## src/rtl/kst_pkg.sv

```systemverilog
// ----------------------------------------------------------------------------
// kst_pkg
// Shared types and constants for the spanning tree block: item formats,
// cell control groups and the sequencer states.
// ----------------------------------------------------------------------------
package kst_pkg;

   localparam int NODE_FIELD_BITS = 6;
   localparam int COST_FIELD_BITS = 16;
   localparam int TOTAL_BITS      = 22;
   localparam logic [TOTAL_BITS-1:0] TOTAL_MAX = 22'h3FFFFF;

   localparam int DEF_MAX_NODES = 64;
   localparam int DEF_MAX_EDGES = 256;
   localparam int DEF_COST_BITS = 16;

   typedef struct packed {
      logic [NODE_FIELD_BITS-1:0] edge_from;
      logic [NODE_FIELD_BITS-1:0] edge_to;
      logic [COST_FIELD_BITS-1:0] edge_cost;
      logic                       final_edge;
   } req_type;

   typedef struct packed {
      logic [NODE_FIELD_BITS-1:0] tree_from;
      logic [NODE_FIELD_BITS-1:0] tree_to;
      logic [COST_FIELD_BITS-1:0] tree_cost;
      logic [TOTAL_BITS-1:0]      running_total;
      logic                       tree_done;
   } rsp_type;

   typedef struct packed {
      logic insert;
      logic shift;
   } sort_ctl_type;

   typedef struct packed {
      logic init;
      logic merge;
   } node_ctl_type;

   typedef enum logic [2:0] {
      S_LOAD,
      S_LOOK,
      S_MERGE,
      S_LAST
   } state_type;

endpackage

```

## src/rtl/kst_node_cell.sv

```systemverilog
// ----------------------------------------------------------------------------
// kst_node_cell
// Component label of one node. It answers lookups for both endpoints and
// relabels itself when its component is merged into another.
// ----------------------------------------------------------------------------
module kst_node_cell
   import kst_pkg::*;
#(
   parameter int NB    = 6,
   parameter int INDEX = 0
) (
   input  logic                       clock,
   input  logic                       reset,
   input  node_ctl_type               ctl,
   input  logic [NODE_FIELD_BITS-1:0] node_a,
   input  logic [NODE_FIELD_BITS-1:0] node_b,
   input  logic [NB-1:0]              label_a,
   input  logic [NB-1:0]              label_b,
   output logic [NB-1:0]              part_a,
   output logic [NB-1:0]              part_b
);

   logic [NB-1:0] label_ff, label_in;

   assign part_a = (node_a == NODE_FIELD_BITS'(INDEX)) ? label_ff : '0;
   assign part_b = (node_b == NODE_FIELD_BITS'(INDEX)) ? label_ff : '0;

   always_comb begin
      label_in = label_ff;
      if (ctl.init) begin
         label_in = NB'(INDEX);
      end else if (ctl.merge && (label_ff == label_b)) begin
         label_in = label_a;
      end
   end

   always_ff @(posedge clock) begin
      if (reset) begin
         label_ff <= NB'(INDEX);
      end else begin
         label_ff <= label_in;
      end
   end

endmodule
```

## config.mk

```make
export PLATFORM = sky130hd
export DESIGN_NAME = kst_node_cell
export DESIGN_NICKNAME = d
export VERILOG_FILES = /design/src/rtl/kst_pkg.sv /design/src/rtl/kst_node_cell.sv
export SDC_FILE = /design/constraint.sdc
export NUM_CORES = 1
export LEC_CHECK = 0
export ABC_AREA = 1
export BUFFER_PORTS_ARGS = -buffer_cell sky130_fd_sc_hd__buf_4
export CORE_MARGIN = 2
export CORE_UTILIZATION = 34
export DETAILED_ROUTE_END_ITERATION = 10
export PLACE_DENSITY = 0.72
export SLEW_MARGIN = 5
export SYNTH_ARGS = -nofsm -noshare
export SYNTH_HDL_FRONTEND = slang
export SYNTH_SLANG_ARGS = --single-unit
export TNS_END_PERCENT = 20
```

## constraint.sdc

```tcl
create_clock -name clock -period 1.1 [get_ports clock]
set_input_delay 0.165 -clock clock [delete_from_list [all_inputs] [get_ports clock]]
set_output_delay 0.165 -clock clock [all_outputs]
set_load 0.1 [all_outputs]
```

# Word-level counts from Yosys, hierarchy flattened
# Cells that the tools add are included.
# word_totals
reg_bits,6
elab_cells,8
inputBits,28
output_inout_bits,12
# op_classes
eq_ne,1
n_reduce_logical,4
n_mux,2
# op_table
operator,count
$logic_not A6 Y1,2
$mux W6,2
$eq A6 B6 Y1,1
$reduce_or A2 Y1,1
$logic_and A1 B1 Y1,1

# Logic depth before layout (Yosys ltp)
# depth
word_depth,2
depth_mapped,9
ltp_nobuf,9

# Least setup slack after synthesis
# No wires, ideal clock.
# synth_timing
kind,in2out
from,in node_a[3]
to,out part_a[0]
required_ns,0.935
stages,3
t_arrival_ns,1.840
path_buffers,0
setup_slack_ns,-0.905
path_cell_list,nor4_1 -> nand2_1 -> nor2_1
# synth_between
elab_chain_cells,2
# synth_rtl
item,line,rtl
from (decl),kst_node_cell.sv:15,"input logic [NODE_FIELD_BITS-1:0] node_a,"
$logic_not A6 Y1,kst_node_cell.sv:25,assign part_a = (node_a == NODE_FIELD_BITS'(INDEX)) ? label_ff : '0;
$mux W6,kst_node_cell.sv:25,
to (decl),kst_node_cell.sv:19,"output logic [NB-1:0] part_a,"
# No other way between the ends.

# Worst setup path in the final report
# layout_timing
from,reg label_ff[1]
to,out part_b[1]
# layout_between
elab_chain_cells,1
# layout_rtl
item,line,rtl
from (decl),kst_node_cell.sv:23,"logic [NB-1:0] label_ff, label_in;"
from (signal assigned),kst_node_cell.sv:39,label_ff <= NB'(INDEX);
from (signal assigned),kst_node_cell.sv:41,label_ff <= label_in;
$mux W6,kst_node_cell.sv:26,assign part_b = (node_b == NODE_FIELD_BITS'(INDEX)) ? label_ff : '0;
to (decl),kst_node_cell.sv:20,output logic [NB-1:0] part_b
# No other way between the ends.

==> summary.md <==
| Metric | Value |
|---|---|
| Status | complete, but fails checks |
| Failing checks | setup timing |
| Final wirelength | 1.925 mm |
| Post-synthesis instance area | about 530 sq um |
| Core box area | 1489 sq um |
| Io pins | 40 |
| Arr. time, crit path | around 1.1 ns |
| Max FFs per register | 6 |
| Initial antenna violation count | 0 |
| Vias in the first global route | 762 |
| Post-route clock skew | ~0.0047 ns |
| Final Cycle Share | 116.2% |
| Share of cells above drive strength 1 | between 60% and 70% |
| Area delta synth->final | 146.4% |
| Max Cap Violations | 0 |
| Worst Hold Slack | 0.2179 ns |
| CTS tree | built |
| Post-synthesis cell count | 101 |
| Leak Pwr | 0.5804 nW |
| Vias per inst | around 4.7 |
| Met2 routed WL | 1.031 mm |
| Routed length on met1 | between 600 and 700 microns |
| Final Hold Viols | 0 |
| Final Power | 0.5981 mW |
| Share of flip-flops with an asynchronous set or reset | 0% |
| WL met3 | 170 microns |
| Most frequent cells in the layout | buf_4, nand2_1, nor2_1, nor2_4 |
| Avg WL per Cell | ~11 microns |
| # rows | 14 |
| Startpoint class of the critical path | register |
| Residual DRC | 0 |
| Final ANT Viol Nets | 0 |
| DRT iter0 DRCs | 9 |
| EDFF count, synth | 0 |
| Synthesized Nets | 129 |
| Post-synthesis sequential area ratio | 22.59% |
| Clk buf depth | 2 |
| Fin nets | 183 |
| Synth unique cells | 15 |
| Cts bufs inserted | 3 |
| Largest regs | label_ff x6 |
| Uppermost layer routed | met4 |
| Setup CP Type | register to output pin |
| Worst-margin pin slew | around 0.37 ns |
| Full die area | 1896 sq um |
| Skew-Pair Late Insertion Delay | 0.25 ns |
| Vias post-DR | around 800 |
| Global-route wire length before repair | around 3.2 mm |
| RSZ-0062 raised after global routing | yes |
| Largest net degree at the start of global routing | 7 |
| Most flop-heavy register | label_ff |
| Slew margin rel. | 75.45% |
| Synthesis-stage register bit count | 6 |
| Critical-path maximum fanout | 3 |
| Fmax | 0.7826 GHz |
| GRT Util Overall | 22.66% |
| Die Wd | between 40 and 50 microns |
| Syn avg cell area | 5.265 sq um |
| Most common cell after layout, fill and taps aside | buf_4 |
| Synth Flop Type | dfxtp_1 |
| Htree depth | 1 |
| Post-placement setup slack | -0.2600 ns |
| Pwr Density | 456.6 nW/um^2 |
| Pins Over Slew Limit | 0 |
| Sink Count | 6 |
| N_diodes | 0 |
| Util after Layout | 87.98% |
| Final worst setup slack | -0.1778 ns |
| CP Capture Type | output pin |
| Reg clk slew, reported paths | 0.04 ns |
| PortBufs | 39 |
| Max VDD drop | ~0.66 mV |
| Tmin final | 1.278 ns |
| Worst Path Required | 0.94 ns |
| Clk root buf | clkbuf_4 |
| Initial core utilization | 35.71% |
| Final setup violating endpoints | 18 |
| Worst hold path type | primary input to register |
| GPL Wtd Cong | between 0.8 and 0.9 |
| Drt pass-1 iters | 4 |
| Synth warn | 0 |
| Die height | approximately 44 microns |
| Overflow after GRT | 0 |
| Dpl hpwl | 1.399 mm |
worst max-delay path: stages, from the launching register on:
cell     delay (ns)
dfxtp_2        0.34
inv_2          0.05
buf_4          0.15
nor2_4         0.14
buf_12         0.18
cell usage after synthesis, types with 2 or more instances:
cell type	number	area share, %
nor2_1	28	20
nand2_1	26	18
inv_1	16	11
nand3_1	7	6.6
dfxtp_1	6	23
inv_2	3	2.1
nand2_2	3	3.5
nor2_2	2	2.4
nor2_4	2	4.2
nor4_1	2	2.4
o21ai_1	2	1.9
worst paths after layout:
check | from | endpoint | slack [ns] | depth (start not counted)
worst max-delay path | label_ff[1] | part_b[1] | -0.18 | 4
worst min-delay path | reset | label_ff[3] | 0.22 | 4
worst max register to register | label_ff[0] | label_ff[5] | -0.04 | 7
worst min register to register | label_ff[1] | label_ff[1] | 0.50 | 2
stage by stage:
stage / instances / setup TNS [ns] / instance area [sq um]
2_1_floorplan: 101 / -2.295 / 666.9
3_3_place_gp: 165 / -2.615 / 1072
3_5_place_dp: 165 / -3.075 / 1072
4_1_cts: 169 / -1.759 / 1282
5_1_grt: 169 / -2.839 / 1310
6_report: 169 / -1.880 / 1310
cell families after synthesis:
| family | after synthesis | share of synthesized area (%) |
|---|---|---|
| flip-flops | 6 | 22.59 |
| XOR/XNOR | 1 | 1.647 |
| AND/OR/NAND/NOR | 70 | 57.17 |
| AO/OA/AOI/OAI | 4 | 4.470 |
| buffers and inverters | 20 | 14.12 |
final cells by class:
| class | instances | area [sq um] |
|---|---|---|
| multi-input cells | 75 | 495.5 |
| flip-flops and latches | 6 | 127.6 |
| fillers | 78 | 178.9 |
| clock buffers | 3 | 22.52 |
| well taps | 16 | 20.02 |
| inverters | 20 | 75.07 |
| repair buffers | 49 | 569.3 |
what timing repair did:
action | 4_1_cts | 5_1_grt
endpoints found under the setup margin | 18 | 18
cloned | 0 | 0
buffers inserted | 1 | 0
pin swaps | 11 | 7
resized for setup | 49 | 8
hold buffers | 0 | 0
power by group:
group          internal (mW)  leakage (nW)  switching [mW]
sequential             0.219        0.0514        0.000484
combinational         0.0971         0.515          0.0779
clock                  0.123        0.0138          0.0804
total                  0.439         0.580           0.159
layer usage:
layer / vias to the layer above / GRT usage, %
met5: - / 0
met4: 0 / 10.91
met3: 5 / 3.750
met2: 38 / 41.76
met1: 343 / 24.62
li1: 405 / -
No activity file was read; power rests on OpenSTA's default activity.
