--- config.mk ---
export PLATFORM = sky130hd
export DESIGN_NAME = kst_sort_cell
export DESIGN_NICKNAME = d
export VERILOG_FILES = /design/src/rtl/kst_pkg.sv /design/src/rtl/kst_sort_cell.sv
export SDC_FILE = /design/constraint.sdc
export NUM_CORES = 1
export LEC_CHECK = 0
export BUFFER_PORTS_ARGS = -buffer_cell sky130_fd_sc_hd__buf_2
export CAP_MARGIN = 20
export CORE_ASPECT_RATIO = 0.8
export CORE_MARGIN = 8
export CORE_UTILIZATION = 43
export CTS_CLUSTER_DIAMETER = 60
export CTS_CLUSTER_SIZE = 25
export DETAILED_ROUTE_END_ITERATION = 6
export PLACE_DENSITY_LB_ADDON = 0.15
export SLEW_MARGIN = 20
export SYNTH_ARGS = -nofsm -noshare
export SYNTH_HDL_FRONTEND = slang
export SYNTH_SLANG_ARGS = --single-unit
--- constraint.sdc ---
create_clock -name clock -period 4.4 [get_ports clock]
set_input_delay 1.32 -clock clock [delete_from_list [all_inputs] [get_ports clock]]
set_output_delay 1.32 -clock clock [all_outputs]
set_load 0.005 [all_outputs]
--- src/rtl/kst_pkg.sv ---
// ----------------------------------------------------------------------------
// kst_pkg
// Shared types and constants for the spanning tree block: item formats,
// cell control groups and the sequencer states.
// ----------------------------------------------------------------------------
package kst_pkg;

   localparam int NODE_FIELD_BITS = 6;
   localparam int COST_FIELD_BITS = 16;
   localparam int TOTAL_BITS      = 22;
   localparam logic [TOTAL_BITS-1:0] TOTAL_MAX = 22'h3FFFFF;

   localparam int DEF_MAX_NODES = 64;
   localparam int DEF_MAX_EDGES = 256;
   localparam int DEF_COST_BITS = 16;

   typedef struct packed {
      logic [NODE_FIELD_BITS-1:0] edge_from;
      logic [NODE_FIELD_BITS-1:0] edge_to;
      logic [COST_FIELD_BITS-1:0] edge_cost;
      logic                       final_edge;
   } req_type;

   typedef struct packed {
      logic [NODE_FIELD_BITS-1:0] tree_from;
      logic [NODE_FIELD_BITS-1:0] tree_to;
      logic [COST_FIELD_BITS-1:0] tree_cost;
      logic [TOTAL_BITS-1:0]      running_total;
      logic                       tree_done;
   } rsp_type;

   typedef struct packed {
      logic insert;
      logic shift;
   } sort_ctl_type;

   typedef struct packed {
      logic init;
      logic merge;
   } node_ctl_type;

   typedef enum logic [2:0] {
      S_LOAD,
      S_LOOK,
      S_MERGE,
      S_LAST
   } state_type;

endpackage

--- src/rtl/kst_sort_cell.sv ---
// ----------------------------------------------------------------------------
// kst_sort_cell
// One slot of the sorted edge chain. On insert it keeps its edge, takes the
// new edge or takes its left neighbor's edge; on shift it takes the right one.
// ----------------------------------------------------------------------------
module kst_sort_cell
   import kst_pkg::*;
#(
   parameter int COST_W = 16,
   parameter int CNT_W  = 9,
   parameter int INDEX  = 0
) (
   input  logic                       clock,
   input  sort_ctl_type               ctl,
   input  logic [CNT_W-1:0]           count,
   input  logic [NODE_FIELD_BITS-1:0] key_from,
   input  logic [NODE_FIELD_BITS-1:0] key_to,
   input  logic [COST_W-1:0]          key_cost,
   input  logic [NODE_FIELD_BITS-1:0] left_from,
   input  logic [NODE_FIELD_BITS-1:0] left_to,
   input  logic [COST_W-1:0]          left_cost,
   input  logic                       left_keep,
   input  logic [NODE_FIELD_BITS-1:0] right_from,
   input  logic [NODE_FIELD_BITS-1:0] right_to,
   input  logic [COST_W-1:0]          right_cost,
   output logic [NODE_FIELD_BITS-1:0] cell_from,
   output logic [NODE_FIELD_BITS-1:0] cell_to,
   output logic [COST_W-1:0]          cell_cost,
   output logic                       keep
);

   logic [NODE_FIELD_BITS-1:0] from_ff, from_in;
   logic [NODE_FIELD_BITS-1:0] to_ff, to_in;
   logic [COST_W-1:0]          cost_ff, cost_in;

   assign keep = (CNT_W'(INDEX) < count) && (cost_ff <= key_cost);

   always_comb begin
      from_in = from_ff;
      to_in   = to_ff;
      cost_in = cost_ff;
      if (ctl.insert && !keep) begin
         if (left_keep) begin
            from_in = key_from;
            to_in   = key_to;
            cost_in = key_cost;
         end else begin
            from_in = left_from;
            to_in   = left_to;
            cost_in = left_cost;
         end
      end else if (ctl.shift) begin
         from_in = right_from;
         to_in   = right_to;
         cost_in = right_cost;
      end
   end

   always_ff @(posedge clock) begin
      from_ff <= from_in;
      to_ff   <= to_in;
      cost_ff <= cost_in;
   end

   assign cell_from = from_ff;
   assign cell_to   = to_ff;
   assign cell_cost = cost_ff;

endmodule

# Word level (Yosys, flattened, before mapping)
# Index checks and enable logic that the tools add are counted.
# word_totals
register_bits	28
in_bits	97
output_inout_bits	29
word_cells	18
# op_classes
order_cmp	2
n_mux	9
reduce_logical	4
# op_table
cell	n
$mux 16	3
$mux 6	6
$le 16x16->1	1
$lt 1x9->1 const A	1
$logic_and 1x1->1	2
$reduce_bool 2->1	1
$logic_not 1->1	1

# Logic depth before layout (Yosys ltp)
# Gate-level depths: netlist of the first run.
# logic_depth
word_depth	5
depth_mapped	9
ltp_nobuf	7

# Least setup slack after synthesis of the first run
# No wires, ideal clock.
# synth_timing
path_type	input to output
from	input key_cost[14]
to	output keep
t_arrival_ns	2.512
required_time_ns	3.080
setup_slack_ns	0.568
cell_stages	7
n_path_buf	0
path_cell_list	inv_1 > ha_1 > nand4_1 > nor4_1 > o21ai_0 > nand3_1 > a21oi_1
# synth_between
elab_chain_cells	2
# synth_lines
item	line_no	text
start, declared	kst_sort_cell.sv:18	input logic [COST_W-1:0] key_cost,
$le 16x16->1	kst_sort_cell.sv:36	assign keep = (CNT_W'(INDEX) < count) && (cost_ff <= key_cost);
$logic_and 1x1->1	kst_sort_cell.sv:36	
end, declared	kst_sort_cell.sv:29	output logic keep
# No other way between the ends.

# Final worst setup path of the first run
# Ends and elaborated chain as after synthesis.

==> results of run 1 <==
## final cells by class
cell class,count,share of cell area
clock inverter,1,0.0108
multi-input combinational,109,0.384
clock buffer,3,0.0148
sequential,28,0.302
tap,60,0.0269
inverter,18,0.0242
timing repair buffer,130,0.238
## worst max-delay path, cell delays in order
cell	delay, ps
buf_2	90
inv_1	40
ha_1	280
nand4_1	210
nor4_2	390
o21ai_0	240
nand3_1	130
a21oi_1	80
buf_2	140
## flip-flops by register name, summed over array words and instances (netlist names)
| name | count |
|---|---|
| cell_to | 6 |
| cell_cost | 16 |
| cell_from | 6 |
## stage by stage
step | total power (W) | area, um^2 | hold slack, ps | utilization
CTS | 0.000820 | 2780 | 1310 | 0.616
global placement | 0.000605 | 2710 | 1460 | 0.600
floorplan | 0.000496 | 2000 | 1200 | -
finish | 0.000805 | 2790 | 1310 | 0.618
global route | 0.000854 | 2790 | 1330 | 0.618
detailed placement | 0.000611 | 2710 | 1450 | 0.600
## cell families (layout without fill, tap and decap cells)
| group | count (synthesis) | after routing | share of synthesized area |
|---|---|---|---|
| buffers and inverters | 24 | 152 | 0.0514 |
| AOI/OAI and AO/OA | 14 | 14 | 0.0426 |
| DFF | 28 | 28 | 0.421 |
| muxes | 56 | 56 | 0.316 |
| and+or+nand+nor | 23 | 23 | 0.0683 |
| adders and majority gates | 16 | 16 | 0.100 |
## Yosys cell counts
cell type and number:
a211oi_1 1, a21o_1 1, a21oi_1 8, a311oi_2 1, and3b_1 1, buf_2 1
buf_4 1, buf_6 1, clkbuf_1 3, edfxtp_1 28, ha_1 16, inv_1 18
mux2_1 9, mux2_2 47, nand2_1 8, nand2b_1 1, nand3_1 1, nand4_1 2
nor2_1 2, nor3_1 3, nor4_1 1, nor4_4 1, o21ai_0 3, or2_2 1
or3_1 1, or4_4 1
## final timing paths
path / depth (start not counted) / slack (ps) / end / start
min: 2 / 1310 / cell_from[2] / right_from[2]
max reg2reg: 8 / 1510 / cell_cost[2] / cell_cost[13]
min reg2reg: 6 / 1440 / cell_cost[14] / cell_cost[15]
max: 9 / 170 / keep / key_cost[14]
## power groups by stage
stage | Combinational (W) | Sequential (W) | Clock, W
2_1_floorplan | 0.000131 | 0.000365 | 0
3_3_place_gp | 0.000246 | 0.000360 | 0
3_5_place_dp | 0.000250 | 0.000361 | 0
4_1_cts | 0.000252 | 0.000355 | 0.000213
5_1_grt | 0.000279 | 0.000358 | 0.000218
6_report | 0.000246 | 0.000354 | 0.000205
## routing by layer
layer,vias up,wire length (um),global-route usage
met5,-,0,0
met3,4,473,0.0603
met1,769,2180,0.175
li1,852,-,-
met4,0,48,0.0257
met2,70,2600,0.255
## timing repair
item,CTS,global route
hold buffers,0,0
setup buffers,0,0
endpoints found under the setup margin,0,1
gates resized for setup,0,1
==> metrics.txt, run 1 <==
FF/Latch Area ~840 um^2; Int Power between 0.0005 and 0.0006 W; Relative slew margins 0.569; Rows 22; Power Dens Cells roughly 290 mW/mm^2; Fmax achieved ~240 MHz; Sw Ratio 0.257; CTS H-tree lvls 1; initial DRC count between 60 and 70; VDD IR max 0.000219 V; crit start category input pin; wire per inst between 15 and 20 um; highest-count cells in the layout ignoring fill and taps 125 x buf_2, 47 x mux2_2, 28 x edfxtp_1; Max Root-Sink Buffers 2; Syn Area/Cell ~12 um^2; CP endpoint kind output pin; clk root buf clkbuf_8; pre-CTS WS roughly 61 ps; Die W 92.2 um; HP Class in2reg; filler instances around 420; Psw ~0.00021 W; Worst-Margin Slew approximately 650 ps; Setup-failing EPs final 0; crit-path max FO 4; max-cap violations 0; Yosys cell types 26; register clock-pin slew on the reported worst setup and hold paths approximately 100 ps; Die Footprint roughly 0.0071 mm^2; DRC 0; fin crit period ~4200 ps; dpl hpwl 4.47 mm; CTS tree done; grt total ovfl 0; CTS Buf Count 3; initial cell density of the core 0.442; Comb pwr share 0.305; Warnings, synthesis 0; largest net degree at the start of global routing 29; top cell type's share of synthesized area 0.421; syn_nets between 200 and 300; Die Y just under 80 um; clock skew between 7 and 8 ps; area leader, netlist edfxtp_1; final hold violation count 0; Final Net Count ~400; Flop pwr share 0.440; via/cell ratio a little under 5; Cells after Synth 161; final worst slack around 170 ps; Post-Route WL between 5 and 6 mm; crit share post-route 0.962; antenna viol nets, final 0; placed instance count between 300 and 400; status finished, final reports clean; share of layout cells above drive strength 1 0.644; initial antenna violation count 0; commonest non-fill, non-tap cell in the layout buf_2; Worst Path Arrival approximately 2900 ps; antenna cell count 0; Area contributors post-synth edfxtp_1 42%, mux2_2 27%, ha_1 10%; flops & latches, synth 28; vias in the first global route about 1,800; via count between 1,500 and 2,000; port bufs between 100 and 150; gr usage total 0.150; WP data required 3080 ps; worst skew pair latency roughly 280 ps; DR pass1 iterations 4; Clk pwr share 0.255; first-pass GRT wire length about 9 mm; Cell Area, Synth around 0.0020 mm^2; kind of critical path in2out; Sink Count 28; TNS Setup 0 ps; Post-Layout Cell Count between 300 and 400; GP Congestion between 0.7 and 0.8; Pleak 1.33 nW; fin. max-slew vios 0; post-synthesis sequential area ratio 0.421; Syn-to-layout area delta 39.7%; number of top-level pins 126; multi-input logic area 0.00107 mm^2; core area 0.00451 mm^2; RSZ-0062 raised after global routing false
No activity file was read; power rests on OpenSTA's default activity.
==> run 2, diff against run 1 <==
PLACE_DENSITY = 0.81   (was not set)
PLACE_DENSITY_LB_ADDON = not set   (was 0.15)
==> metrics.txt, run 2 (synthesis results as in run 1) <==
status finished, final reports clean (unchanged); fin. max-slew vios 0 (unchanged); via/cell ratio 4.97 (was 4.86); Final Hold Slack 1320 ps (was 1310 ps); crit start category input pin (unchanged); Power Dens Cells 289 mW/mm^2 (about the same); number of flip-flops in the largest register 16 (unchanged); Syn-to-layout area delta 40.2% (was 39.7%); placed instance count 343 (was 345); final hold violation count 0 (unchanged); port bufs 125 (unchanged); Setup-failing EPs final 0 (unchanged); register clock-pin slew on the reported worst setup and hold paths 100 ps (about the same); GP Congestion 0.786 (was 0.800); first-pass GRT wire length 8.68 mm (was 8.76 mm); DRC 0 (unchanged); TNS Setup 0 ps (unchanged); VDD IR max 0.000246 V (was 0.000219 V); initial DRC count 55 (was 63); number of top-level pins 126 (unchanged); antenna viol nets, final 0 (unchanged); Setup Buffers After CTS 0 (unchanged); WP data required 3080 ps (about the same); fin crit period 4220 ps (was 4230 ps); Final Net Count 401 (was 403); highest-count cells in the layout ignoring fill and taps 125 x buf_2, 47 x mux2_2, 28 x edfxtp_1 (unchanged); post-cts sizing count 0 (unchanged); Pleak 1.33 nW (about the same); Die Y 76.9 um (unchanged); wire per inst 15.4 um (was 15.2 um); initial cell density of the core 0.442 (unchanged); commonest non-fill, non-tap cell in the layout buf_2 (unchanged); core area 0.00451 mm^2 (unchanged); Worst Path Arrival 2900 ps (was 2910 ps); DR pass1 iterations 4 (unchanged); clock skew 3.65 ps (was 7.02 ps); Relative slew margins 0.568 (was 0.569); Rows 22 (unchanged); Post-Route WL 5.34 mm (was 5.30 mm); max-cap violations 0 (unchanged); clk root buf clkbuf_8 (unchanged); worst skew pair latency 270 ps (was 280 ps); crit-path max FO 4 (unchanged); Sink Count 28 (unchanged); share of layout cells above drive strength 1 0.641 (was 0.644); final core occ 0.620 (was 0.618); Post-Layout Cell Count 347 (was 349); Fmax achieved 237 MHz (was 236 MHz); CTS tree done (unchanged); gr usage total 0.149 (was 0.150); RSZ-0062 raised after global routing false (unchanged); grt total ovfl 0 (unchanged); Die W 92.2 um (unchanged); Post-CTS Hold Buffers 0 (unchanged); Worst-Margin Slew 648 ps (was 647 ps); Die Footprint 0.00709 mm^2 (unchanged); largest net degree at the start of global routing 30 (was 29); CTS H-tree lvls 1 (unchanged); initial antenna violation count 0 (unchanged); CTS Buf Count 3 (unchanged); kind of critical path in2out (unchanged); HP Class in2reg (unchanged); via count 1,723 (was 1,695); CP endpoint kind output pin (unchanged); vias in the first global route 1,996 (was 1,817); dpl hpwl 4.48 mm (was 4.47 mm); crit share post-route 0.958 (was 0.962); antenna cell count 0 (unchanged); Max Root-Sink Buffers 2 (unchanged)
## run 2: cell types whose count changed in the layout (fill, tap and decap cells not counted), sizes merged
cell and change:
buf -2
## run 2: final timing paths
kind	slack (ps)	to	depth (start not counted)	start
hold reg to reg	1440	cell_from[0]	6	cell_cost[15]
setup reg to reg	1630	cell_cost[1]	8	cell_cost[14]
hold / removal	1320	cell_from[2]	2	right_from[2]
setup / recovery	180	keep	9	key_cost[15]
## run 2: through the flow
| stage | cell area [um^2] | power [W] | worst slack [ps] |
|---|---|---|---|
| after detailed placement | 2720 | 0.000617 | 74.8 |
| after floorplan | 2000 | 0.000496 | 568 |
| final | 2800 | 0.000808 | 183 |
| after CTS | 2790 | 0.000822 | 68.1 |
| after global routing | 2800 | 0.000859 | 21.6 |
| after global placement | 2720 | 0.000609 | 166 |
## run 2: worst max-delay path, stage by stage
cell and delay [ps]:
buf_2 90, inv_1 40, ha_1 300, nand4_1 170, nor4_2 380, o21ai_0 250, nand3_1 140, a21oi_1 70
buf_2 140
## run 2: cell type report
class                      instances  area (um^2)
fill                             399         1720
multi-input combinational        109         1070
sequential                        28          841
timing repair buffer             128          673
tap                               60         75.1
inverter                          18         67.6
clock buffer                       3         41.3
clock inverter                     1         30.0
## run 2: power by group
group / total, W / internal (W) / switching, W
clock network: 0.000202 / 0.000122 / 0.0000798
registers: 0.000355 / 0.000341 / 0.0000145
logic: 0.000251 / 0.000139 / 0.000112
## run 2: metal layers
metal / up-vias / GRT usage / routed length (um)
li1: 850 / - / -
met1: 788 / 0.138 / 1930
met2: 79 / 0.267 / 2630
met3: 6 / 0.0973 / 723
met4: 0 / 0.0305 / 51
met5: - / 0 / 0
